`src/sv/bb_pkg.sv`:
```
// Shared types, constants and helpers for the 3x3 box blur.
`default_nettype none
package bb_pkg;

    localparam int PIX_WIDTH        = 8;
    localparam int FW_WIDTH         = 11;
    localparam int FH_WIDTH         = 12;
    localparam int ROW_WIDTH        = 13;
    localparam int CFG_DATA_WIDTH   = 12;
    localparam int CFG_IDX_WIDTH    = 2;
    localparam int MAX_WIDTH_DEF    = 1024;
    localparam int DEF_FRAME_WIDTH  = 640;
    localparam int DEF_FRAME_HEIGHT = 480;
    localparam int COL_SUM_WIDTH    = 10;
    localparam int SUM_WIDTH        = 12;
    localparam int RECIP_WIDTH      = 13;
    localparam int RECIP_SHIFT      = 16;
    localparam int PROD_WIDTH       = SUM_WIDTH + RECIP_WIDTH;

    // ceil(2^16 / 9): exact floor(sum / 9) for every sum up to 9 * 255
    localparam logic [RECIP_WIDTH-1:0] RECIP9 = 13'd7282;

    localparam logic [CFG_IDX_WIDTH-1:0] REG_FRAME_WIDTH  = 2'd0;
    localparam logic [CFG_IDX_WIDTH-1:0] REG_FRAME_HEIGHT = 2'd1;

    typedef struct packed {
        logic                 op;
        logic [PIX_WIDTH-1:0] pixel_in;
    } t_in_item;

    typedef struct packed {
        logic [PIX_WIDTH-1:0] pixel_out;
        logic                 frame_last;
    } t_out_item;

    typedef struct packed {
        logic have;
        logic top_ok;
        logic bot_ok;
        logic l_ok;
        logic r_ok;
        logic last;
    } t_tap_flags;

    typedef struct packed {
        logic       go;
        logic       clear;
        t_tap_flags flags;
    } t_win_ctl;

    function automatic logic [COL_SUM_WIDTH-1:0] col_sum(
        input logic [PIX_WIDTH-1:0] top,
        input logic [PIX_WIDTH-1:0] mid,
        input logic [PIX_WIDTH-1:0] bot,
        input logic                 top_ok,
        input logic                 bot_ok
    );
        logic [COL_SUM_WIDTH-1:0] s;
        s = COL_SUM_WIDTH'(mid);
        s = s + (top_ok ? COL_SUM_WIDTH'(top) : '0);
        s = s + (bot_ok ? COL_SUM_WIDTH'(bot) : '0);
        return s;
    endfunction

endpackage
`default_nettype wire

```
`src/sv/bb_div9.sv`:
```
// Sum register, divide by nine through a reciprocal, and the output register.
`default_nettype none
module bb_div9 (
    input  wire logic                          i_clk,
    input  wire logic                          i_rst_n,
    input  wire logic                          i_load,
    input  wire logic [bb_pkg::SUM_WIDTH-1:0]  i_sum,
    input  wire logic                          i_last,
    input  wire logic                          i_stall,
    output logic                               o_free,
    output logic                               o_valid,
    output bb_pkg::t_out_item                  o_data
);
    import bb_pkg::*;

    logic                  r_v2, n_v2, r_ov, n_ov;
    logic [SUM_WIDTH-1:0]  r_sum;
    logic                  r_last2;
    t_out_item             r_out;
    logic                  out_free;
    logic [PROD_WIDTH-1:0] prod;

    assign out_free = !r_ov || !i_stall;
    assign o_free   = !r_v2 || out_free;
    assign prod     = PROD_WIDTH'(r_sum) * PROD_WIDTH'(RECIP9);

    always_comb begin
        n_ov = r_ov;
        if (out_free) begin
            n_ov = r_v2;
        end
        n_v2 = r_v2;
        if (i_load) begin
            n_v2 = 1'b1;
        end else if (out_free) begin
            n_v2 = 1'b0;
        end
    end

    always_ff @(posedge i_clk) begin
        if (!i_rst_n) begin
            r_v2 <= 1'b0;
            r_ov <= 1'b0;
        end else begin
            r_v2 <= n_v2;
            r_ov <= n_ov;
        end
    end

    always_ff @(posedge i_clk) begin
        if (i_load) begin
            r_sum   <= i_sum;
            r_last2 <= i_last;
        end
        if (r_v2 && out_free) begin
            r_out.pixel_out  <= prod[RECIP_SHIFT+PIX_WIDTH-1:RECIP_SHIFT];
            r_out.frame_last <= r_last2;
        end
    end

    assign o_valid = r_ov;
    assign o_data  = r_out;

endmodule
`default_nettype wire

```
`config.mk`:
```
export PLATFORM = sky130hd
export DESIGN_NAME = bb_div9
export DESIGN_NICKNAME = d
export VERILOG_FILES = /design/src/sv/bb_pkg.sv /design/src/sv/bb_div9.sv
export SDC_FILE = /design/constraint.sdc
export NUM_CORES = 1
export LEC_CHECK = 0
export BUFFER_PORTS_ARGS = -buffer_cell sky130_fd_sc_hd__clkbuf_2
export CAP_MARGIN = 20
export CORE_ASPECT_RATIO = 1.5
export CORE_MARGIN = 5
export CORE_UTILIZATION = 45
export DETAILED_ROUTE_END_ITERATION = 7
export GPL_TIMING_DRIVEN = 0
export PLACE_DENSITY = 0.64
export SLEW_MARGIN = 20
export SYNTH_ARGS = -nofsm -noshare
export SYNTH_HDL_FRONTEND = slang
export SYNTH_SLANG_ARGS = --single-unit
export TNS_END_PERCENT = 30
```
`constraint.sdc`:
```
create_clock -name i_clk -period 12.2 [get_ports i_clk]
set_input_delay 1.83 -clock i_clk [delete_from_list [all_inputs] [get_ports i_clk]]
set_output_delay 1.83 -clock i_clk [all_outputs]
set_load 0.1 [all_outputs]
```
==> PnR_summary.wiki, run 1 <==
{| class="wikitable"
! Metric !! Value
|-
| Starting density of the core || 46.0%
|-
| Die extent in y || 109 um
|-
| Clk slew on worst S/H paths || 0.09 ns
|-
| Kind of critical path || register to register
|-
| Total wirelength of the detailed-routed design || 5690 um
|-
| Crit path launch type || register
|-
| Synthesized area per cell || 10.7 um2
|-
| Post-layout util || 50.8%
|-
| Hold buffer count at CTS || 0
|-
| Number of buffers inserted during clock tree synthesis || 3
|-
| Class of the tightest hold or removal check || register to register
|-
| Tightest Pin Transition || 0.544 ns
|-
| DRC violations left || 0
|-
| Max-cap violation count || 0
|-
| Flip-flop and latch count after synthesis || 24
|-
| Post-synth net total || 388
|-
| Count of buffers added by post-CTS timing repair for setup || 0
|-
| Final weighted congestion of routability-driven global placement || 0.832
|-
| Share of layout cells above drive strength 1 || 13.3%
|-
| Number of library cell types mapped by synthesis || 37
|-
| Area used by sequential logic in the layout || 701 um2
|-
| Growth of design area from synthesis to finish || 10.4%
|-
| Most used flip-flop cell after synthesis || edfxtp_1
|-
| Remaining global-route overflow || 0
|-
| Number of nets in the final layout || 421
|-
| Deepest level of the CTS H-tree || 1
|-
| Sequential element share of the synthesized area || 23.7%
|-
| Required time of the critical path || 12.23 ns
|-
| Period minus WS final || 5.12 ns
|-
| Async set-reset flop share out of synthesis || 0%
|-
| Post-DP HPWL || 5110 um
|-
| Fin. max-slew vios || 0
|-
| Syn Std Cell Area || 2960 um2
|-
| Cell count after synthesis || 276
|-
| Clock tree from TritonCTS || built
|-
| Total track usage || 14.6%
|-
| Unrepaired setup endpoints after global routing || false
|-
| Critical path arrival || 5.15 ns
|-
| Maximum clock frequency || 0.195 GHz
|-
| Number of buffers added on ports || 27
|-
| Antenna diode count || 0
|-
| Number of vias per cell || 5.17
|-
| Placement-stage worst setup slack || 7.08 ns
|-
| Critical path fanouts, max || 4
|-
| Clock insertion delay at the later pin of the skew report || 0.28 ns
|-
| Final hold violations || 0
|-
| Total of fill cells in the finished design || 610
|-
| Top-count cell post-synth || inv_1
|-
| Cell type with the largest total area after synthesis || ha_1
|-
| Root Buffer || clkbuf_8
|-
| Number of nets with antenna violations after routing || 0
|-
| Gates resized, CTS repair || 0
|-
| Initial drt markers || 36
|-
| Number of enable flip-flop cells after synthesis || 22
|-
| Top post-synthesis cells by area || ha_1, edfxtp_1, fa_1
|-
| Maximum number of buffers from clock root to sink || 2
|-
| Crit. End Element || register
|-
| Setup violators final || 0
|-
| Length of the first detailed-routing pass in iterations || 4
|-
| Die width || 76.2 um
|-
| Number of antenna violations at the first check in global routing || 0
|-
| Max_slew headroom || 63.9%
|-
| Area of combinational cells with multiple inputs || 1980 um2
|-
| Fin crit share || 41.9%
|-
| Area of the die || 8340 um2
|-
| Result of the run || complete, no violations
|-
| Final setup margin || 7.08 ns
|-
| Vias in the first global route || 2076
|-
| Standard-cell row count || 36
|-
| Warnings from Yosys || 0
|-
| Leading post-synthesis cells by instance count || inv_1, ha_1, fa_1
|-
| First-pass GRT wire length || 9630 um
|-
| Overall via count from detail_route || 1984
|-
| Worst setup skew after layout || 0.00654 ns
|-
| Aggregate negative setup slack || 0 ns
|-
| Core region area || 6440 um2
|-
| Per-cell routed wire length || 14.8 um
|-
| Number of ports placed on the die boundary || 28
|-
| TritonCTS sink count || 24
|-
| Share of the synthesized area in the top cell type || 27.9%
|-
| Maximum number of pins on one net before global-route repair || 15
|}
## cell families after synthesis
| kind of cell | Yosys count | synth area share [%] |
|---|---|---|
| compound gates | 42 | 10.1 |
| xor+xnor | 14 | 4.14 |
| fa+ha+maj | 95 | 47.5 |
| buf+inv | 73 | 9.55 |
| flops | 24 | 23.7 |
| simple gates | 28 | 5.11 |
## layout by cell type, fill, tap and decap left out, types with 4 or more instances in the layout
cell type	count
inv_1	68
o21ai_0	4
xnor2_1	7
a21o_1	8
edfxtp_1	22
nand3_1	7
clkbuf_2	27
a21oi_1	8
ha_1	66
fa_1	29
xor2_1	7
a211oi_1	4
nand2_1	7
a31oi_1	4
## worst max-delay path, cell delays in order (launching register included)
cell and delay [ns]:
edfxtp_1 0.46, inv_1 0.13, fa_1 0.56, inv_1 0.06
ha_1 0.31, inv_1 0.07, fa_1 0.54, inv_1 0.06
fa_1 0.54, inv_1 0.06, fa_1 0.53, inv_1 0.04
ha_1 0.33, and4_1 0.22, and3_1 0.21, a21oi_1 0.15
nand2_1 0.09, a311o_1 0.36, xor2_1 0.15
## flip-flops by register name, summed over array words and instances, names as in the netlist
name / count
r_v2: 1
o_data: 9
r_last2: 1
r_sum: 12
o_valid: 1
## metal layers
metal | up-vias | GRT usage, % | share of wire (%)
met3 | 7 | 0.984 | 2.1
li1 | 988 | - | -
met2 | 19 | 27.5 | 56
met1 | 970 | 17.0 | 39
met5 | - | 0 | 0
met4 | 0 | 6.63 | 2.4
## path summary, 6_finish.rpt
kind	from	end	slack (ns)	cells past startpoint
setup / recovery	r_sum[3]	o_data[5]	7.08	18
hold / removal	r_last2	o_data[0]	0.44	0
setup reg to reg	r_sum[3]	o_data[5]	7.08	18
hold reg to reg	r_last2	o_data[0]	0.44	0
## area by class of cell
class	instances	area share, %
well taps	76	2.91
clock buffers	3	1.26
multi-input cells	179	60.5
plain buffers	5	0.842
repair buffers	28	4.36
clock inverters	1	0.918
inverters	68	7.80
flip-flops and latches	24	21.4
## per-stage QoR
stage | hold WS, ns | std cells | instance area [um2]
finish | 0.443 | 384 | 3270
global route | 0.452 | 384 | 3270
global placement | 0.402 | 379 | 3190
floorplan | 0.400 | 276 | 2960
detailed placement | 0.426 | 380 | 3200
CTS | 0.448 | 384 | 3270
Power of run 1 is not shown: default switching activity piles up to over one toggle a cycle in this logic, so the estimate is an artifact.
==> inputs of run 2 (changes only) <==
clock period = 5.35 ns   (was 12.2 ns; I/O delays follow)
==> run 2 against run 1 <==
Utilization up 0.12 points. Sequential cell count unchanged. Register-to-register slack worse by 6.9 ns. Critical endpoint unchanged.
==> PnR_summary.wiki, run 2 (synthesized netlist as in run 1, its figures left out) <==
{| class="wikitable"
! Metric !! Value
|-
| Final hold violations || 0
|-
| First-pass GRT wire length || 9630 um
|-
| Required time of the critical path || 5.38 ns
|-
| Maximum number of pins on one net before global-route repair || 15
|-
| TritonCTS sink count || 24
|-
| Share of layout cells above drive strength 1 || 13.6%
|-
| Die extent in y || 109 um
|-
| Setup violators final || 0
|-
| Most frequent cells in the layout || inv_1, ha_1, fa_1, clkbuf_2, edfxtp_1
|-
| Length of the first detailed-routing pass in iterations || 6
|-
| Final weighted congestion of routability-driven global placement || 0.832
|-
| Final setup margin || 0.226 ns
|-
| Total of fill cells in the finished design || 610
|-
| Fin crit share || 95.8%
|-
| Gates resized, CTS repair || 0
|-
| Critical path arrival || 5.16 ns
|-
| Total wirelength of the detailed-routed design || 5740 um
|-
| Remaining global-route overflow || 0
|-
| Max_slew headroom || 63.9%
|-
| Number of buffers added on ports || 27
|-
| Hold buffer count at CTS || 0
|-
| Standard-cell row count || 36
|-
| Unrepaired setup endpoints after global routing || false
|-
| Die width || 76.2 um
|-
| Clock insertion delay at the later pin of the skew report || 0.28 ns
|-
| Number of antenna violations at the first check in global routing || 0
|-
| Result of the run || complete, no violations
|-
| Overall via count from detail_route || 1985
|-
| Top cell by count, worst path || inv_1
|-
| Number of vias per cell || 5.17
|-
| Worst setup skew after layout || 0.00699 ns
|-
| Root Buffer || clkbuf_8
|-
| Core region area || 6440 um2
|-
| Longest individual stage delay on the worst path || 0.56 ns
|-
| Number of buffers inserted during clock tree synthesis || 3
|-
| Growth of design area from synthesis to finish || 10.7%
|-
| Total track usage || 14.6%
|-
| Worst hold path stage count || 0
|-
| Number of nets in the final layout || 421
|-
| Clock tree from TritonCTS || built
|-
| Cells along the critical path || inv_1, fa_1, inv_1, ha_1, inv_1, fa_1, inv_1, fa_1, inv_1, fa_1, inv_1, ha_1, and4_1, and3_1, a21oi_1, nand2_1, a311o_1, xor2_1
|-
| Crit path launch type || register
|-
| Max-cap violation count || 0
|-
| Area of the die || 8340 um2
|-
| Antenna diode count || 0
|-
| Flip-flop count of the largest register, all copies and words added || 12
|-
| Maximum clock frequency || 0.195 GHz
|-
| Post-DP HPWL || 5110 um
|-
| Initial drt markers || 26
|-
| Number of nets with antenna violations after routing || 0
|-
| Worst reg-to-reg path cell count || 18
|-
| Critical path's slowest cell || fa_1
|-
| DRC violations left || 0
|-
| Placement-stage worst setup slack || 0.233 ns
|-
| Number of ports placed on the die boundary || 28
|-
| Fin. max-slew vios || 0
|-
| Starting density of the core || 46.0%
|-
| Class of the tightest hold or removal check || register to register
|-
| Critical path fanouts, max || 4
|-
| Deepest level of the CTS H-tree || 1
|-
| Per-cell routed wire length || 14.9 um
|-
| Vias in the first global route || 2076
|-
| Count of buffers added by post-CTS timing repair for setup || 0
|-
| Clk slew on worst S/H paths || 0.09 ns
|-
| Kind of critical path || register to register
|-
| Tightest Pin Transition || 0.544 ns
|-
| Period minus WS final || 5.12 ns
|-
| Leading cell type in the layout, fill and taps excluded || inv_1
|-
| Maximum number of buffers from clock root to sink || 2
|-
| Biggest register || r_sum
|-
| Aggregate negative setup slack || 0 ns
|-
| Crit. End Element || register
|}
[run 2: per-stage QoR]
step | std cells | utilization (%) | hold slack [ns] | area (um2)
after CTS | 384 | 50.8 | 0.448 | 3270
after global routing | 384 | 50.9 | 0.452 | 3280
after detailed placement | 380 | 49.7 | 0.426 | 3200
final | 384 | 50.9 | 0.443 | 3280
after floorplan | 276 | - | 0.400 | 2960
after global placement | 379 | 49.6 | 0.402 | 3190
[run 2: worst paths after layout]
check / start / slack, ns / endpoint
worst min register to register: r_last2 / 0.44 / o_data[0]
worst min-delay path: r_last2 / 0.44 / o_data[0]
worst max register to register: r_sum[3] / 0.23 / o_data[5]
worst max-delay path: r_sum[3] / 0.23 / o_data[5]
[run 2: area by class of cell]
| cell class | instances | area (um2) | share of cell area [%] |
|---|---|---|---|
| multi-input combinational | 179 | 1990 | 60.6 |
| inverter | 68 | 255 | 7.79 |
| clock buffer | 3 | 41.3 | 1.26 |
| tap | 76 | 95.1 | 2.90 |
| sequential | 24 | 701 | 21.4 |
| timing repair buffer | 28 | 143 | 4.35 |
| clock inverter | 1 | 30.0 | 0.916 |
| buffer | 5 | 27.5 | 0.840 |
[run 2: worst max-delay path: cells and delay by family, from the launching register on]
kind,cells,cell delay [ns]
adders and majority gates,6,2.81
and+or+nand+nor,3,0.53
AOI/OAI and AO/OA,2,0.51
DFF,1,0.46
buffers and inverters,6,0.42
xor gates and xnor gates,1,0.15
[run 2: per-layer routing]
layer / track usage [%] / wire [um] / up-vias
met5: 0 / 0 / -
met2: 27.5 / 3260 / 19
met4: 6.63 / 136 / 0
li1: - / - / 987
met1: 17.0 / 2290 / 972
met3: 0.984 / 53 / 7
Power of run 2 is left out for the same reason.
==> inputs of run 3 (changes only) <==
ABC_AREA = 1   (was not set)
TNS_END_PERCENT = not set   (was 30)
==> run 3 against run 2 <==
Setup slack gained 0.45 ns. Worst hold slack lost 0.014 ns. Synthesized cell count grew 27%. First-iteration DRC count grew to 3.1 times the previous value. Cell area grew 4.8%. Register-to-register slack gained 0.45 ns. Critical endpoint is now o_data[4]. Highest routed layer unchanged.
==> PnR_summary.wiki, run 3 <==
{| class="wikitable"
! Metric !! Value
|-
| Result of the run || complete, no violations
|-
| Critical path arrival || 4.72 ns
|-
| Number of enable flip-flop cells after synthesis || 22
|-
| Final hold violations || 0
|-
| Sequential element share of the synthesized area || 22.4%
|-
| Unrepaired setup endpoints after global routing || false
|-
| Total of fill cells in the finished design || 637
|-
| Async set-reset flop share out of synthesis || 0%
|-
| First-pass GRT wire length || 10800 um
|-
| Kind of critical path || register to register
|-
| Vias in the first global route || 2438
|-
| Critical path's slowest cell || fa_1
|-
| Crit path launch type || register
|-
| Hold buffer count at CTS || 0
|-
| Fin crit share || 87.4%
|-
| Antenna diode count || 0
|-
| Number of library cell types mapped by synthesis || 26
|-
| Critical path fanouts, max || 4
|-
| Class of the tightest hold or removal check || register to register
|-
| Max-cap violation count || 0
|-
| Top post-synthesis cells by area || ha_1, edfxtp_1, fa_1
|-
| Setup violators final || 0
|-
| Root Buffer || clkbuf_8
|-
| Area of the die || 8760 um2
|-
| Required time of the critical path || 5.40 ns
|-
| Flip-flop count of the largest register, all copies and words added || 12
|-
| Cells along the critical path || inv_1, fa_1, inv_1, ha_1, inv_1, fa_1, inv_1, fa_1, inv_1, fa_1, inv_1, ha_1, nand2_1, inv_1, a21oi_1, nand2_1, a21oi_1, nand2_1, nand2_1, nand2_1
|-
| Top-count cell post-synth || inv_1
|-
| Number of nets with antenna violations after routing || 0
|-
| Flip-flop and latch count after synthesis || 24
|-
| Tightest Pin Transition || 0.846 ns
|-
| Length of the first detailed-routing pass in iterations || 7
|-
| Number of buffers inserted during clock tree synthesis || 3
|-
| Post-synth net total || 463
|-
| Remaining global-route overflow || 0
|-
| Syn Std Cell Area || 3130 um2
|-
| Most frequent cells in the layout || inv_1, ha_1, nand2_1, fa_1, clkbuf_2
|-
| Deepest level of the CTS H-tree || 1
|-
| Maximum clock frequency || 0.214 GHz
|-
| Maximum number of buffers from clock root to sink || 2
|-
| Biggest register || r_sum
|-
| Initial drt markers || 81
|-
| Longest individual stage delay on the worst path || 0.55 ns
|-
| Clock tree from TritonCTS || built
|-
| Max_slew headroom || 43.4%
|-
| Number of vias per cell || 5.02
|-
| Core region area || 6810 um2
|-
| Most used flip-flop cell after synthesis || edfxtp_1
|-
| Maximum number of pins on one net before global-route repair || 15
|-
| Number of ports placed on the die boundary || 28
|-
| Aggregate negative setup slack || 0 ns
|-
| Post-DP HPWL || 5790 um
|-
| Die extent in y || 112 um
|-
| Final weighted congestion of routability-driven global placement || 0.958
|-
| Starting density of the core || 46.0%
|-
| Growth of design area from synthesis to finish || 9.71%
|-
| DRC violations left || 0
|-
| Number of nets in the final layout || 495
|-
| Fin. max-slew vios || 0
|-
| Share of layout cells above drive strength 1 || 10.2%
|-
| Gates resized, CTS repair || 0
|-
| Total wirelength of the detailed-routed design || 6570 um
|-
| Leading post-synthesis cells by instance count || inv_1, ha_1, nand2_1
|-
| Cell type with the largest total area after synthesis || ha_1
|-
| Overall via count from detail_route || 2309
|-
| Clock insertion delay at the later pin of the skew report || 0.28 ns
|-
| Worst setup skew after layout || 0.00682 ns
|-
| Warnings from Yosys || 0
|-
| Number of antenna violations at the first check in global routing || 0
|-
| Die width || 78.1 um
|-
| Cell count after synthesis || 351
|-
| Share of the synthesized area in the top cell type || 26.4%
|-
| Total track usage || 15.7%
|-
| Leading cell type in the layout, fill and taps excluded || inv_1
|-
| Per-cell routed wire length || 14.3 um
|-
| Top cell by count, worst path || inv_1
|-
| Crit. End Element || register
|-
| Synthesized area per cell || 8.92 um2
|-
| Period minus WS final || 4.68 ns
|-
| Standard-cell row count || 37
|-
| Flop-to-flop setup slack || 0.67 ns
|-
| Count of buffers added by post-CTS timing repair for setup || 0
|-
| TritonCTS sink count || 24
|-
| Clk slew on worst S/H paths || 0.09 ns
|-
| Number of buffers added on ports || 27
|}
[run 3: cell count changes after synthesis, moves of 4 or more]
cell,before,now
nor2_1,3,19
nand3_1,7,13
nand2_1,7,64
inv_1,68,86
xor2_1,7,3
a211oi_1,4,0
xnor2_1,7,2
a31oi_1,4,0
o21bai_1,0,4
a21o_1,8,4
a21oi_1,8,16
[run 3: cell families after synthesis]
family,after synthesis,synth area share (%)
fa+ha+maj,95,44.9
xor+xnor,5,1.40
simple gates,108,14.7
buf+inv,88,10.6
flops,24,22.4
compound gates,31,6.04
[run 3: final timing paths]
path	from	depth (start not counted)	end
max	r_sum[3]	20	o_data[4]
min	r_last2	0	o_data[0]
max reg2reg	r_sum[3]	20	o_data[4]
min reg2reg	r_last2	0	o_data[0]
[run 3: metal layers]
metal | wire (um) | vias up | GRT usage, % | part of all wire (%)
met2 | 3760 | 41 | 30.6 | 57
li1 | - | 1178 | - | -
met4 | 220 | 0 | 7.67 | 3.3
met5 | 0 | - | 0 | 0
met3 | 133 | 13 | 1.44 | 2.0
met1 | 2460 | 1077 | 16.0 | 37
[run 3: area by class of cell]
type                            instances  area (um2)  share of cell area, %
Multi-Input combinational cell        239        2100                   61.1
Sequential cell                        24         701                   20.4
Inverter                               88         330                   9.62
Timing Repair Buffer                   27         135                   3.93
Tap cell                               78        97.6                   2.84
Clock buffer                            3        41.3                   1.20
Clock inverter                          1        30.0                  0.874
[run 3: critical path: cells and delay by family (launching register included)]
| family | cells | cell delay, ns |
|---|---|---|
| DFF | 1 | 0.44 |
| adders and majority gates | 6 | 2.78 |
| AOI/OAI and AO/OA | 2 | 0.34 |
| and+or+nand+nor | 5 | 0.41 |
| buffers and inverters | 7 | 0.48 |
[run 3: metrics by stage]
| step | setup WS [ns] | cells | cell area (um2) | hold slack [ns] | util [%] |
|---|---|---|---|---|---|
| 2_1_floorplan | 1.07 | 351 | 3130 | 0.400 | - |
| 3_3_place_gp | 0.756 | 456 | 3360 | 0.402 | 49.4 |
| 3_5_place_dp | 0.689 | 456 | 3360 | 0.405 | 49.4 |
| 4_1_cts | 0.691 | 460 | 3430 | 0.427 | 50.5 |
| 5_1_grt | 0.414 | 460 | 3430 | 0.437 | 50.5 |
| 6_report | 0.672 | 460 | 3430 | 0.429 | 50.5 |
Power of run 3 is left out for the same reason.
