**src/sv/bb_pkg.sv**
```systemverilog
// Shared types, constants and helpers for the 3x3 box blur.
`default_nettype none
package bb_pkg;

    localparam int PIX_WIDTH        = 8;
    localparam int FW_WIDTH         = 11;
    localparam int FH_WIDTH         = 12;
    localparam int ROW_WIDTH        = 13;
    localparam int CFG_DATA_WIDTH   = 12;
    localparam int CFG_IDX_WIDTH    = 2;
    localparam int MAX_WIDTH_DEF    = 1024;
    localparam int DEF_FRAME_WIDTH  = 640;
    localparam int DEF_FRAME_HEIGHT = 480;
    localparam int COL_SUM_WIDTH    = 10;
    localparam int SUM_WIDTH        = 12;
    localparam int RECIP_WIDTH      = 13;
    localparam int RECIP_SHIFT      = 16;
    localparam int PROD_WIDTH       = SUM_WIDTH + RECIP_WIDTH;

    // ceil(2^16 / 9): exact floor(sum / 9) for every sum up to 9 * 255
    localparam logic [RECIP_WIDTH-1:0] RECIP9 = 13'd7282;

    localparam logic [CFG_IDX_WIDTH-1:0] REG_FRAME_WIDTH  = 2'd0;
    localparam logic [CFG_IDX_WIDTH-1:0] REG_FRAME_HEIGHT = 2'd1;

    typedef struct packed {
        logic                 op;
        logic [PIX_WIDTH-1:0] pixel_in;
    } t_in_item;

    typedef struct packed {
        logic [PIX_WIDTH-1:0] pixel_out;
        logic                 frame_last;
    } t_out_item;

    typedef struct packed {
        logic have;
        logic top_ok;
        logic bot_ok;
        logic l_ok;
        logic r_ok;
        logic last;
    } t_tap_flags;

    typedef struct packed {
        logic       go;
        logic       clear;
        t_tap_flags flags;
    } t_win_ctl;

    function automatic logic [COL_SUM_WIDTH-1:0] col_sum(
        input logic [PIX_WIDTH-1:0] top,
        input logic [PIX_WIDTH-1:0] mid,
        input logic [PIX_WIDTH-1:0] bot,
        input logic                 top_ok,
        input logic                 bot_ok
    );
        logic [COL_SUM_WIDTH-1:0] s;
        s = COL_SUM_WIDTH'(mid);
        s = s + (top_ok ? COL_SUM_WIDTH'(top) : '0);
        s = s + (bot_ok ? COL_SUM_WIDTH'(bot) : '0);
        return s;
    endfunction

endpackage
`default_nettype wire

```
**src/sv/bb_window.sv**
```systemverilog
// Two-column neighbourhood window and the masked 3x3 sum.
`default_nettype none
module bb_window (
    input  wire logic                            i_clk,
    input  wire logic                            i_rst_n,
    input  wire bb_pkg::t_win_ctl                i_ctl,
    input  wire logic [bb_pkg::PIX_WIDTH-1:0]    i_top,
    input  wire logic [bb_pkg::PIX_WIDTH-1:0]    i_mid,
    input  wire logic [bb_pkg::PIX_WIDTH-1:0]    i_bot,
    output logic      [bb_pkg::SUM_WIDTH-1:0]    o_sum
);
    import bb_pkg::*;

    // row 0 top, row 2 newest; column 2 is the most recent one
    logic [PIX_WIDTH-1:0] r_w1 [3];
    logic [PIX_WIDTH-1:0] r_w2 [3];

    logic [COL_SUM_WIDTH-1:0] sum_l, sum_c, sum_r;

    always_ff @(posedge i_clk) begin
        if (!i_rst_n) begin
            for (int k = 0; k < 3; k++) begin
                r_w1[k] <= '0;
                r_w2[k] <= '0;
            end
        end else if (i_ctl.clear) begin
            for (int k = 0; k < 3; k++) begin
                r_w1[k] <= '0;
                r_w2[k] <= '0;
            end
        end else if (i_ctl.go) begin
            for (int k = 0; k < 3; k++) begin
                r_w1[k] <= r_w2[k];
            end
            r_w2[0] <= i_top;
            r_w2[1] <= i_mid;
            r_w2[2] <= i_bot;
        end
    end

    // right column is the arriving one, dropped at the start of a row
    always_comb begin
        sum_l = col_sum(r_w1[0], r_w1[1], r_w1[2], i_ctl.flags.top_ok, i_ctl.flags.bot_ok);
        sum_c = col_sum(r_w2[0], r_w2[1], r_w2[2], i_ctl.flags.top_ok, i_ctl.flags.bot_ok);
        sum_r = col_sum(i_top, i_mid, i_bot, i_ctl.flags.top_ok, i_ctl.flags.bot_ok);
        o_sum = SUM_WIDTH'(sum_c)
              + (i_ctl.flags.l_ok ? SUM_WIDTH'(sum_l) : '0)
              + (i_ctl.flags.r_ok ? SUM_WIDTH'(sum_r) : '0);
    end

endmodule
`default_nettype wire

```
**config.mk**
```make
export PLATFORM = sky130hd
export DESIGN_NAME = bb_window
export DESIGN_NICKNAME = d
export VERILOG_FILES = /design/src/sv/bb_pkg.sv /design/src/sv/bb_window.sv
export SDC_FILE = /design/constraint.sdc
export NUM_CORES = 1
export LEC_CHECK = 0
export BUFFER_PORTS_ARGS = -buffer_cell sky130_fd_sc_hd__buf_4
export CORE_MARGIN = 8
export CORE_UTILIZATION = 40
export DETAILED_ROUTE_END_ITERATION = 8
export PLACE_DENSITY_LB_ADDON = 0.1
export SYNTH_ARGS = -nofsm -noshare
export SYNTH_HDL_FRONTEND = slang
export SYNTH_SLANG_ARGS = --single-unit
```
**constraint.sdc**
```tcl
create_clock -name i_clk -period 13 [get_ports i_clk]
set_input_delay 2.6 -clock i_clk [delete_from_list [all_inputs] [get_ports i_clk]]
set_output_delay 2.6 -clock i_clk [all_outputs]
set_load 0.02 [all_outputs]
```
==> out/metrics.sh, run 1 <==
AVGSYNTHCELLAREA_SQ_UM=10.5
DIE_W_UM=120
POWER_SWITCHING_mW=0.184
YOSYS_REGISTER_BITS=48
DISTINCT_CELLS_SYNTH=41
HOLD_DEPTH=1
ANT_DIODES=0
CTS.PATH.MAX_BUFFERS=2
RSZ0062_AT_GRT='false'
CP_NUM_BUF_INV=5
DR_TOTAL_VIAS=2812
FINAL_HOLD_VIOLATION_COUNT=0
MAXCAPVIOLCOUNT=0
DETAIL_ROUTE.VIAS_PER_CELL=4.77
YOSYS_MOST_USED_DFF='sky130_fd_sc_hd__edfxtp_1'
SYNTH_LARGEST_TYPE_AREA_FRACTION=0.335
SYNTH_FP_NETS=518
TOTALPOWERFINAL_mW=0.504
LEAKAGE_nW=2.31
CLOCK_INSERTION_DELAY_WORST_SKEW_PS=300
CTS_REPAIR_RESIZE_COUNT=0
SYNTH_EDF_COUNT=48
MULTI_INPUT_COMB_AREA_SQ_UM=2610
WORST-PATH-MAX-FANOUT=24
WORST-R2R-CELL-COUNT=1
YOSYSWARNINGCOUNT=0
FINAL-SETUP-VIOL-COUNT=0
DRT_ITER0_DRC=141
FINAL.SETUP.TNS_PS=0
DRC_ERRORS=0
RATIO_OF_CELLS_WITH_DRIVE_ABOVE_1_IN_THE_FINAL_LAYOUT=0.129
RUN_STATUS='finished, final reports clean'
FINALNETCOUNT=559
IO-PIN-COUNT=46
HOLDWS_PS=548
MAXCLOCKFREQUENCY_MHz=92.3
POWER.SHARE.CLOCK=0.165
PATH_CELLS='buf_4 -> and2_1 -> fa_1 -> ha_1 -> inv_1 -> fa_1 -> nor2b_1 -> o21ai_0 -> a21boi_0 -> nor3b_1 -> fa_1 -> fa_1 -> inv_1 -> fa_1 -> inv_1 -> ha_1 -> and2_4 -> o21a_1 -> a31o_1 -> o41ai_2 -> xnor2_1 -> buf_4'
GRT_ANTENNA_BEFORE_REPAIR=0
CRITPATHREQUIREDTIME_PS=10400
INITIAL_UTILIZATION=0.404
IR_DROP_WORST_VDD_mV=0.122
GLOBAL_ROUTE.OVERFLOW_TOTAL=0
PERIOD_SHARE=0.833
FIRSTDRTPASSITERS=6
WORST-SLEW-PIN-TRANSITION_PS=606
CRITICAL-PATH-TOP-CELL-BY-COUNT='sky130_fd_sc_hd__fa_1'
LARGEST_NET_DEGREE_AT_THE_START_OF_GLOBAL_ROUTING=49
SYNTH_SEQ_AREA_SHARE=0.335
LAYOUT.AREA.SEQ_SQ_UM=1440
INT_PWR_mW=0.320
ROUTED.TOP_LAYER='met4'
SYNTHTOPCELLSBYAREA='sky130_fd_sc_hd__edfxtp_1 33%, sky130_fd_sc_hd__fa_1 20%, sky130_fd_sc_hd__and2_1 13%, sky130_fd_sc_hd__ha_1 9.6%, sky130_fd_sc_hd__inv_1 5.0%'
CTS_SETUP_BUFFERS=0
FP.DIEH_UM=120
TIMING.MAX_SLEW.REL_SLACK=0.596
PERIOD_MINUS_SLACK_PS=10830
DIEAREA_SQ_UM=14300
SYN-CELL-AREA_SQ_UM=4310
TIMING.CRITICAL_PATH.MAX_DELAY_FAMILY='adder cells'
CLOCK-SKEW-FINAL_PS=4.41
MET3_WIRELENGTH_UM=180
GRT_PASS1_VIAS=3010
CP-END-KIND='output port'
DRT.ANTENNA.VIOLATING_NETS=0
CRITPATHMAXSTAGEDELAY_PS=570
GLOBALROUTETOTALUTIL=0.128
POWER.DENSITY_CELL_AREA_nW_PER_UM2=104
ROOT_BUFFER='sky130_fd_sc_hd__clkbuf_8'
WORST_EP_ARRIVAL_PS=8230
LAYOUT_OVERHEAD_ON_THE_SYNTHESIZED_AREA_PCT=12.8
WORSTSETUPSTARTPOINTTYPE='input pin'
FINAL_GP_CONGESTION=0.769
FILLERS=1060
CTSHTREEMAXLEVEL=2
COMB_POWER_SHARE=0.475
MET1_LENGTH_MM=4.23
GRT_PASS1_WL_MM=14.7
P_SW_FRAC=0.365
CTS_HOLD_REPAIR.BUFFERS=0
CTS_INSERTED_BUFFERS=5
NETLIST_INSTANCES=409
CRITICAL_PATH_CLASS='in -> out'
COREAREA_SQ_UM=10700
SYNTH_ASYNC_SR_FLOP_SHARE=0
NETLIST.TOP_CELL.BY_AREA='sky130_fd_sc_hd__edfxtp_1'
TRITONCTS='built'
MET2WIRELENGTH_MM=4.13
POWER_FRAC_SEQ=0.360
CRITICAL-PATH-SLOWEST-CELL='sky130_fd_sc_hd__fa_1'
CTS.SINKS=48
DRV_SLEW=0
PATH_CLK_SLEW_PS=80
WORST-PATH-STAGES=22
HPWL_MM=6.93
POST_DRT_WL_PER_CELL_UM=14.7
WL_MM=8.66
HP-CLASS='reg -> reg'
ROW_COUNT=38
PORTBUFS=43
-- state kept, by name (all words and copies together) (netlist names) --
name / cells
r_w2: 24
r_w1: 24
-- per-stage QoR --
step / std cells / utilization / setup WS, ps / cell area, sq um
floorplan: 409 / - / 2790 / 4310
global placement: 583 / 0.449 / 2190 / 4780
detailed placement: 583 / 0.449 / 2140 / 4780
CTS: 590 / 0.456 / 2100 / 4850
global route: 590 / 0.456 / 1800 / 4850
finish: 590 / 0.456 / 2170 / 4850
-- area by class of cell --
type | instances | share of cell area
tap | 140 | 0.0361
inverter | 57 | 0.0441
clock inverter | 1 | 0.00103
multi-input combinational | 293 | 0.537
sequential | 48 | 0.297
clock buffer | 6 | 0.0149
timing repair buffer | 45 | 0.0696
-- cells in the final DEF, fill, tap and decap left out, types with 5 or more instances in the layout --
master and n:
sky130_fd_sc_hd__clkbuf_8 5, sky130_fd_sc_hd__nand2_1 24, sky130_fd_sc_hd__nand3_1 7, sky130_fd_sc_hd__ha_1 33, sky130_fd_sc_hd__a21oi_1 10, sky130_fd_sc_hd__nor2b_1 5, sky130_fd_sc_hd__o21ai_0 12, sky130_fd_sc_hd__nor2_1 7
sky130_fd_sc_hd__nand2b_1 8, sky130_fd_sc_hd__fa_1 42, sky130_fd_sc_hd__buf_4 45, sky130_fd_sc_hd__and2_1 87, sky130_fd_sc_hd__inv_1 57, sky130_fd_sc_hd__xnor2_1 11, sky130_fd_sc_hd__edfxtp_1 48
-- logic make-up after synthesis --
family | synth area share
xor+xnor | 0.0285
simple gates | 0.218
flops | 0.335
fa+ha+maj | 0.291
buf+inv | 0.0593
compound gates | 0.0660
mux | 0.00232
-- layer usage --
metal / GRT usage / vias up
li1: - / 1416
met1: 0.168 / 1355
met2: 0.214 / 32
met3: 0.0164 / 9
met4: 0.0422 / 0
met5: 0 / -
-- cells in the mapped netlist, types with 2 or more instances --
cell type and n:
sky130_fd_sc_hd__o21a_1 2, sky130_fd_sc_hd__nor2b_1 5, sky130_fd_sc_hd__inv_1 57, sky130_fd_sc_hd__and3_1 4, sky130_fd_sc_hd__a21oi_1 10, sky130_fd_sc_hd__nor3b_1 2
sky130_fd_sc_hd__and3b_1 2, sky130_fd_sc_hd__or2_2 2, sky130_fd_sc_hd__edfxtp_1 48, sky130_fd_sc_hd__nand2b_1 8, sky130_fd_sc_hd__ha_1 33, sky130_fd_sc_hd__nor2_1 7
sky130_fd_sc_hd__and2_1 87, sky130_fd_sc_hd__fa_1 42, sky130_fd_sc_hd__nand3_1 7, sky130_fd_sc_hd__o41ai_2 2, sky130_fd_sc_hd__clkbuf_1 11, sky130_fd_sc_hd__a21o_1 4
sky130_fd_sc_hd__o21ai_0 12, sky130_fd_sc_hd__xor2_1 3, sky130_fd_sc_hd__xnor2_1 11, sky130_fd_sc_hd__nand2_1 24, sky130_fd_sc_hd__nor4_1 3, sky130_fd_sc_hd__a211oi_1 4
sky130_fd_sc_hd__nor3_1 3
-- worst paths after layout --
path                              from                        end  slack, ps
max                           i_ctl[4]                   o_sum[9]       2170
min           r_w2[0][5]$_SDFFCE_PN0P_   r_w1[0][5]$_SDFFCE_PN0P_        550
max reg2reg  r_w2[0][10]$_SDFFCE_PN0P_  r_w1[0][10]$_SDFFCE_PN0P_      12120
min reg2reg   r_w2[0][5]$_SDFFCE_PN0P_   r_w1[0][5]$_SDFFCE_PN0P_        550
-- power groups by stage --
| stage | Sequential, mW | Clock, mW | Combinational (mW) |
|---|---|---|---|
| after CTS | 0.182 | 0.0863 | 0.244 |
| after global routing | 0.183 | 0.0901 | 0.270 |
| after floorplan | 0.184 | 0 | 0.165 |
| final | 0.181 | 0.0834 | 0.239 |
| after detailed placement | 0.185 | 0 | 0.242 |
| after global placement | 0.185 | 0 | 0.241 |
(Power assumes the default switching activity.)
==> inputs of run 2 (changes only) <==
==> constraint.sdc (replaced) <==
create_clock -name i_clk -period 10.95 [get_ports i_clk]
set_input_delay 2.19 -clock i_clk [delete_from_list [all_inputs] [get_ports i_clk]]
set_output_delay 2.19 -clock i_clk [all_outputs]
set_load 0.02 [all_outputs]
==> run 2 against run 1 <==
Against the previous run: clock skew rose by 4.0 ps; hold slack got worse by 2.0 ps; die area did not move; combinational power rose by 19%; sequential power is 19% higher; global-route usage up 0.070 points; via count fell by 0.28%; core utilization rose by 0.20 points; non-clock buffer count stayed put; worst setup slack worse by 1300 ps; clock power is 41% higher; highest routed layer unchanged.
==> out/metrics.sh, run 2 (synthesized netlist as in run 1, its figures left out) <==
LAYOUT.CELLS.MOST_COMMON='sky130_fd_sc_hd__and2_1'
CTS_INSERTED_BUFFERS=5
CTS_SETUP_BUFFERS=0
PATH_CLK_SLEW_PS=80
FINAL_HOLD_VIOLATION_COUNT=0
DR_TOTAL_VIAS=2804
ROOT_BUFFER='sky130_fd_sc_hd__clkbuf_8'
MAXCAPVIOLCOUNT=0
COREAREA_SQ_UM=10700
ROW_COUNT=38
HP-CLASS='reg -> reg'
FIRSTDRTPASSITERS=4
WORST_EP_ARRIVAL_PS=7860
GRT_PASS1_VIAS=3001
SLACK_OF_THE_WORST_REG_TO_REG_PATH_PS=10050
DRT_ITER0_DRC=200
DRT.ANTENNA.VIOLATING_NETS=0
CTS_REPAIR_RESIZE_COUNT=0
RATIO_OF_CELLS_WITH_DRIVE_ABOVE_1_IN_THE_FINAL_LAYOUT=0.129
WORST-PATH-MAX-FANOUT=24
HOLDWS_PS=546
DETAIL_ROUTE.VIAS_PER_CELL=4.76
RUN_STATUS='finished, final reports clean'
POST_DRT_WL_PER_CELL_UM=14.5
MAXCLOCKFREQUENCY_MHz=99.5
FINALNETCOUNT=559
GLOBALROUTETOTALUTIL=0.129
TOP_REGS='r_w1 x24, r_w2 x24'
HPWL_MM=6.92
CLOCK_INSERTION_DELAY_WORST_SKEW_PS=290
CTS.SINKS=48
DRV_SLEW=0
FINAL-SETUP-VIOL-COUNT=0
FP.DIEH_UM=120
GRT_ANTENNA_BEFORE_REPAIR=0
GLOBAL_ROUTE.OVERFLOW_TOTAL=0
CRITICAL_PATH_CLASS='in -> out'
INITIAL_UTILIZATION=0.404
WORSTSETUPSTARTPOINTTYPE='input pin'
PERIOD_SHARE=0.918
WORST-SLEW-PIN-TRANSITION_PS=602
LAYOUT.CELLS.MOST_COMMON_LIST='87 x sky130_fd_sc_hd__and2_1, 57 x sky130_fd_sc_hd__inv_1, 48 x sky130_fd_sc_hd__edfxtp_1'
CTS_HOLD_REPAIR.BUFFERS=0
TIMING.MAX_SLEW.REL_SLACK=0.598
IR_DROP_WORST_VDD_mV=0.157
ANT_DIODES=0
CTSHTREEMAXLEVEL=2
LEAKAGE_nW=2.31
FINAL.SETUP.TNS_PS=0
POWER.DENSITY_CELL_AREA_nW_PER_UM2=127
CRITPATHREQUIREDTIME_PS=8760
CP-END-KIND='output port'
LAYOUT_OVERHEAD_ON_THE_SYNTHESIZED_AREA_PCT=13.3
TRITONCTS='built'
FINAL_GP_CONGESTION=0.771
DRC_ERRORS=0
CTS.PATH.MAX_BUFFERS=2
PERIOD_MINUS_SLACK_PS=10050
PORTBUFS=43
IO-PIN-COUNT=46
RSZ0062_AT_GRT='false'
DIE_W_UM=120
GRT_PASS1_WL_MM=14.9
WL_MM=8.56
CLOCK-SKEW-FINAL_PS=8.39
LARGEST_NET_DEGREE_AT_THE_START_OF_GLOBAL_ROUTING=49
DIEAREA_SQ_UM=14300
run 2: per-stage QoR:
step	utilization	area, sq um	worst slack, ps	cells	total power [mW]
after CTS	0.458	4880	863	589	0.626
after floorplan	-	4310	1560	409	0.415
after detailed placement	0.449	4780	919	583	0.507
after global routing	0.458	4880	547	589	0.665
final	0.458	4880	896	589	0.619
after global placement	0.449	4780	969	583	0.506
run 2: path summary, 6_finish.rpt:
path                        startpoint                        end  cells after the start
max                           i_ctl[4]                  o_sum[10]                     22
min           r_w2[0][6]$_SDFFCE_PN0P_   r_w1[0][6]$_SDFFCE_PN0P_                      1
max reg2reg  r_w2[0][10]$_SDFFCE_PN0P_  r_w1[0][10]$_SDFFCE_PN0P_                      1
min reg2reg   r_w2[0][6]$_SDFFCE_PN0P_   r_w1[0][6]$_SDFFCE_PN0P_                      1
run 2: routing by layer:
layer  vias up  part of all wire  track usage
met1      1355              0.49        0.178
li1       1411                 -            -
met5         -                 0            0
met4         0             0.011       0.0328
met3         6             0.016       0.0108
met2        32              0.48        0.214
run 2: critical path, cell delays in order:
cell	delay, ps
sky130_fd_sc_hd__buf_4	200
sky130_fd_sc_hd__and2_1	180
sky130_fd_sc_hd__fa_1	510
sky130_fd_sc_hd__ha_1	200
sky130_fd_sc_hd__inv_1	70
sky130_fd_sc_hd__fa_1	390
sky130_fd_sc_hd__nor2b_1	150
sky130_fd_sc_hd__o21ai_0	120
sky130_fd_sc_hd__a21boi_0	440
sky130_fd_sc_hd__nor3b_1	160
sky130_fd_sc_hd__fa_1	510
sky130_fd_sc_hd__fa_1	570
sky130_fd_sc_hd__inv_1	60
sky130_fd_sc_hd__fa_1	510
sky130_fd_sc_hd__inv_1	50
sky130_fd_sc_hd__ha_1	350
sky130_fd_sc_hd__and3_1	220
sky130_fd_sc_hd__a211oi_2	240
sky130_fd_sc_hd__nand2b_1	140
sky130_fd_sc_hd__a31oi_1	280
sky130_fd_sc_hd__xnor2_1	160
sky130_fd_sc_hd__buf_4	160
run 2: where the power goes:
part,switching [mW],internal [mW]
registers,0.00400,0.212
clock network,0.0523,0.0655
logic,0.160,0.126
total,0.216,0.403
run 2: area by class of cell:
type	count	area, sq um
Sequential cell	48	1440
Clock buffer	5	68.8
Multi-Input combinational cell	293	2610
Clock inverter	1	30.0
Timing Repair Buffer	45	338
Inverter	57	214
Fill cell	1041	5770
Tap cell	140	175
==> inputs of run 3 (changes only) <==
--- a/config.mk
+++ b/config.mk
@@ -8,8 +8,9 @@
 export BUFFER_PORTS_ARGS = -buffer_cell sky130_fd_sc_hd__buf_4
 export CORE_MARGIN = 8
 export CORE_UTILIZATION = 40
+export CTS_CLUSTER_DIAMETER = 120
 export DETAILED_ROUTE_END_ITERATION = 8
-export PLACE_DENSITY_LB_ADDON = 0.1
+export PLACE_DENSITY_LB_ADDON = 0.3
 export SYNTH_ARGS = -nofsm -noshare
 export SYNTH_HDL_FRONTEND = slang
 export SYNTH_SLANG_ARGS = --single-unit
==> run 3 against run 2 <==
Against the previous run: sequential share of layout area down 0.053 points; via count up 2.4%; die area unchanged; flip-flop and latch count unchanged; combinational power about the same; worst setup slack better by 97 ps; critical endpoint unchanged.
==> out/metrics.sh, run 3 (synthesized netlist as in run 1, its figures left out) <==
FINAL_HOLD_VIOLATION_COUNT=0
FP.DIEH_UM=120
PERIOD_SHARE=0.909
DRT.ANTENNA.VIOLATING_NETS=0
WORST_EP_ARRIVAL_PS=7770
MAXCAPVIOLCOUNT=0
CRITPATHREQUIREDTIME_PS=8760
WL_MM=8.61
HPWL_MM=6.90
CP_NUM_BUF_INV=5
WORSTSETUPSTARTPOINTTYPE='input pin'
DETAIL_ROUTE.VIAS_PER_CELL=4.86
CTS_HOLD_REPAIR.BUFFERS=0
FIRSTDRTPASSITERS=4
LAYOUT_OVERHEAD_ON_THE_SYNTHESIZED_AREA_PCT=13.5
FINALNETCOUNT=559
LEAKAGE_nW=2.32
RSZ0062_AT_GRT='false'
DR_TOTAL_VIAS=2871
DRV_SLEW=0
WORST-SLEW-PIN-TRANSITION_PS=642
FINISHED_CELL_AREA_SQ_UM=4880
CTS_INSERTED_BUFFERS=5
CLOCK_INSERTION_DELAY_WORST_SKEW_PS=300
CRITICAL_PATH_CLASS='in -> out'
ANT_DIODES=0
FINAL_GP_CONGESTION=0.818
CRITICAL-PATH-TOP-CELL-BY-COUNT='sky130_fd_sc_hd__fa_1'
FINAL-SETUP-VIOL-COUNT=0
ROOT_BUFFER='sky130_fd_sc_hd__clkbuf_8'
LAYOUT.CORE_UTILIZATION=0.459
CRITPATHLAUNCH='i_ctl[4]'
CTS.PATH.MAX_BUFFERS=2
CTS_SETUP_BUFFERS=0
TOP_REGS='r_w1 x24, r_w2 x24'
TIMING.MAX_SLEW.REL_SLACK=0.569
DRT_ITER0_DRC=178
PATH_CELLS='buf_4 -> and2_1 -> fa_1 -> ha_1 -> inv_1 -> fa_1 -> nor2b_1 -> o21ai_0 -> a21boi_0 -> nor3b_1 -> fa_1 -> fa_1 -> inv_1 -> fa_1 -> inv_1 -> ha_1 -> and3_1 -> a211oi_2 -> nand2b_1 -> a31oi_1 -> xnor2_1 -> buf_4'
CP-ENDPOINT='o_sum[10]'
DRC_ERRORS=0
PLACEMENT.CELL_AREA_SQ_UM=4780
IO-PIN-COUNT=46
GRT_ANTENNA_BEFORE_REPAIR=0
POWER.DENSITY_CELL_AREA_nW_PER_UM2=128
GLOBAL_ROUTE.OVERFLOW_TOTAL=0
HP-CLASS='reg -> reg'
CRITPATHMAXSTAGEDELAY_PS=560
TIMING.CRITICAL_PATH.MAX_DELAY_FAMILY='adder cells'
PATH_CLK_SLEW_PS=80
CLOCK-SKEW-FINAL_PS=6.53
RR_ENDPOINT='r_w1[0][10]$_SDFFCE_PN0P_'
PORTBUFS=43
PLACED_CELLS_INCL_TAPS=583
COREAREA_SQ_UM=10700
FINAL.SETUP.TNS_PS=0
DIE_W_UM=120
LAYOUT.CELLS.MOST_COMMON_LIST='87 x sky130_fd_sc_hd__and2_1, 57 x sky130_fd_sc_hd__inv_1, 48 x sky130_fd_sc_hd__edfxtp_1'
IR_DROP_WORST_VDD_mV=0.114
SLACK_OF_THE_WORST_REG_TO_REG_PATH_PS=10080
MAXCLOCKFREQUENCY_MHz=100
CTS_REPAIR_RESIZE_COUNT=0
RATIO_OF_CELLS_WITH_DRIVE_ABOVE_1_IN_THE_FINAL_LAYOUT=0.131
GLOBALROUTETOTALUTIL=0.126
TOTALPOWERFINAL_mW=0.627
CRITICAL_PATH.REG2REG.STARTPOINT='r_w2[0][10]$_SDFFCE_PN0P_'
DIEAREA_SQ_UM=14300
INITIAL_UTILIZATION=0.404
LARGEST_NET_DEGREE_AT_THE_START_OF_GLOBAL_ROUTING=49
LAYOUT.CELLS.MOST_COMMON='sky130_fd_sc_hd__and2_1'
CP-END-KIND='output port'
PERIOD_MINUS_SLACK_PS=9960
CTSHTREEMAXLEVEL=2
ROW_COUNT=38
WORST-PATH-STAGES=22
POST_LAYOUT_NONFILLER_INSTANCES=591
RUN_STATUS='finished, final reports clean'
WORST-PATH-MAX-FANOUT=24
WORST-R2R-CELL-COUNT=1
GRT_PASS1_VIAS=3003
CTS.SINKS=48
GRT_PASS1_WL_MM=14.6
TRITONCTS='built'
CRITICAL-PATH-SLOWEST-CELL='sky130_fd_sc_hd__fa_1'
POST_DRT_WL_PER_CELL_UM=14.6
-- run 3: worst min path at each step --
stage,slack (ps),start,depth (start not counted),end
2_1_floorplan,520,r_w2[0][18]$_SDFFCE_PN0P_,1,r_w1[0][18]$_SDFFCE_PN0P_
3_3_place_gp,520,r_w2[0][7]$_SDFFCE_PN0P_,1,r_w1[0][7]$_SDFFCE_PN0P_
3_5_place_dp,530,r_w2[0][21]$_SDFFCE_PN0P_,1,r_w1[0][21]$_SDFFCE_PN0P_
4_1_cts,550,r_w2[0][21]$_SDFFCE_PN0P_,1,r_w1[0][21]$_SDFFCE_PN0P_
5_1_grt,570,r_w2[0][21]$_SDFFCE_PN0P_,1,r_w1[0][21]$_SDFFCE_PN0P_
6_report,550,r_w2[0][21]$_SDFFCE_PN0P_,1,r_w1[0][21]$_SDFFCE_PN0P_
-- run 3: power by group --
part	total [mW]	internal (mW)	switching, mW	leakage [nW]
registers	0.215	0.212	0.00377	0.555
clock network	0.126	0.0678	0.0582	0.0552
logic	0.286	0.126	0.160	1.71
total	0.627	0.405	0.222	2.32
-- run 3: per-stage QoR --
| stage | hold slack, ps | worst slack, ps |
|---|---|---|
| 2_1_floorplan | 515 | 1560 |
| 3_3_place_gp | 524 | 1060 |
| 3_5_place_dp | 529 | 969 |
| 4_1_cts | 548 | 947 |
| 5_1_grt | 565 | 594 |
| 6_report | 551 | 993 |
-- run 3: final cells by class --
class	count	area (sq um)
repair buffers	45	338
clock inverters	2	35.0
multi-input cells	293	2610
well taps	140	175
inverters	57	214
flip-flops and latches	48	1440
fillers	1023	5770
clock buffers	6	72.6
-- run 3: layer usage --
| metal | vias up | part of all wire | GRT usage |
|---|---|---|---|
| li1 | 1417 | - | - |
| met1 | 1405 | 0.47 | 0.166 |
| met2 | 40 | 0.50 | 0.212 |
| met3 | 9 | 0.016 | 0.0146 |
| met4 | 0 | 0.019 | 0.0437 |
| met5 | - | 0 | 0 |
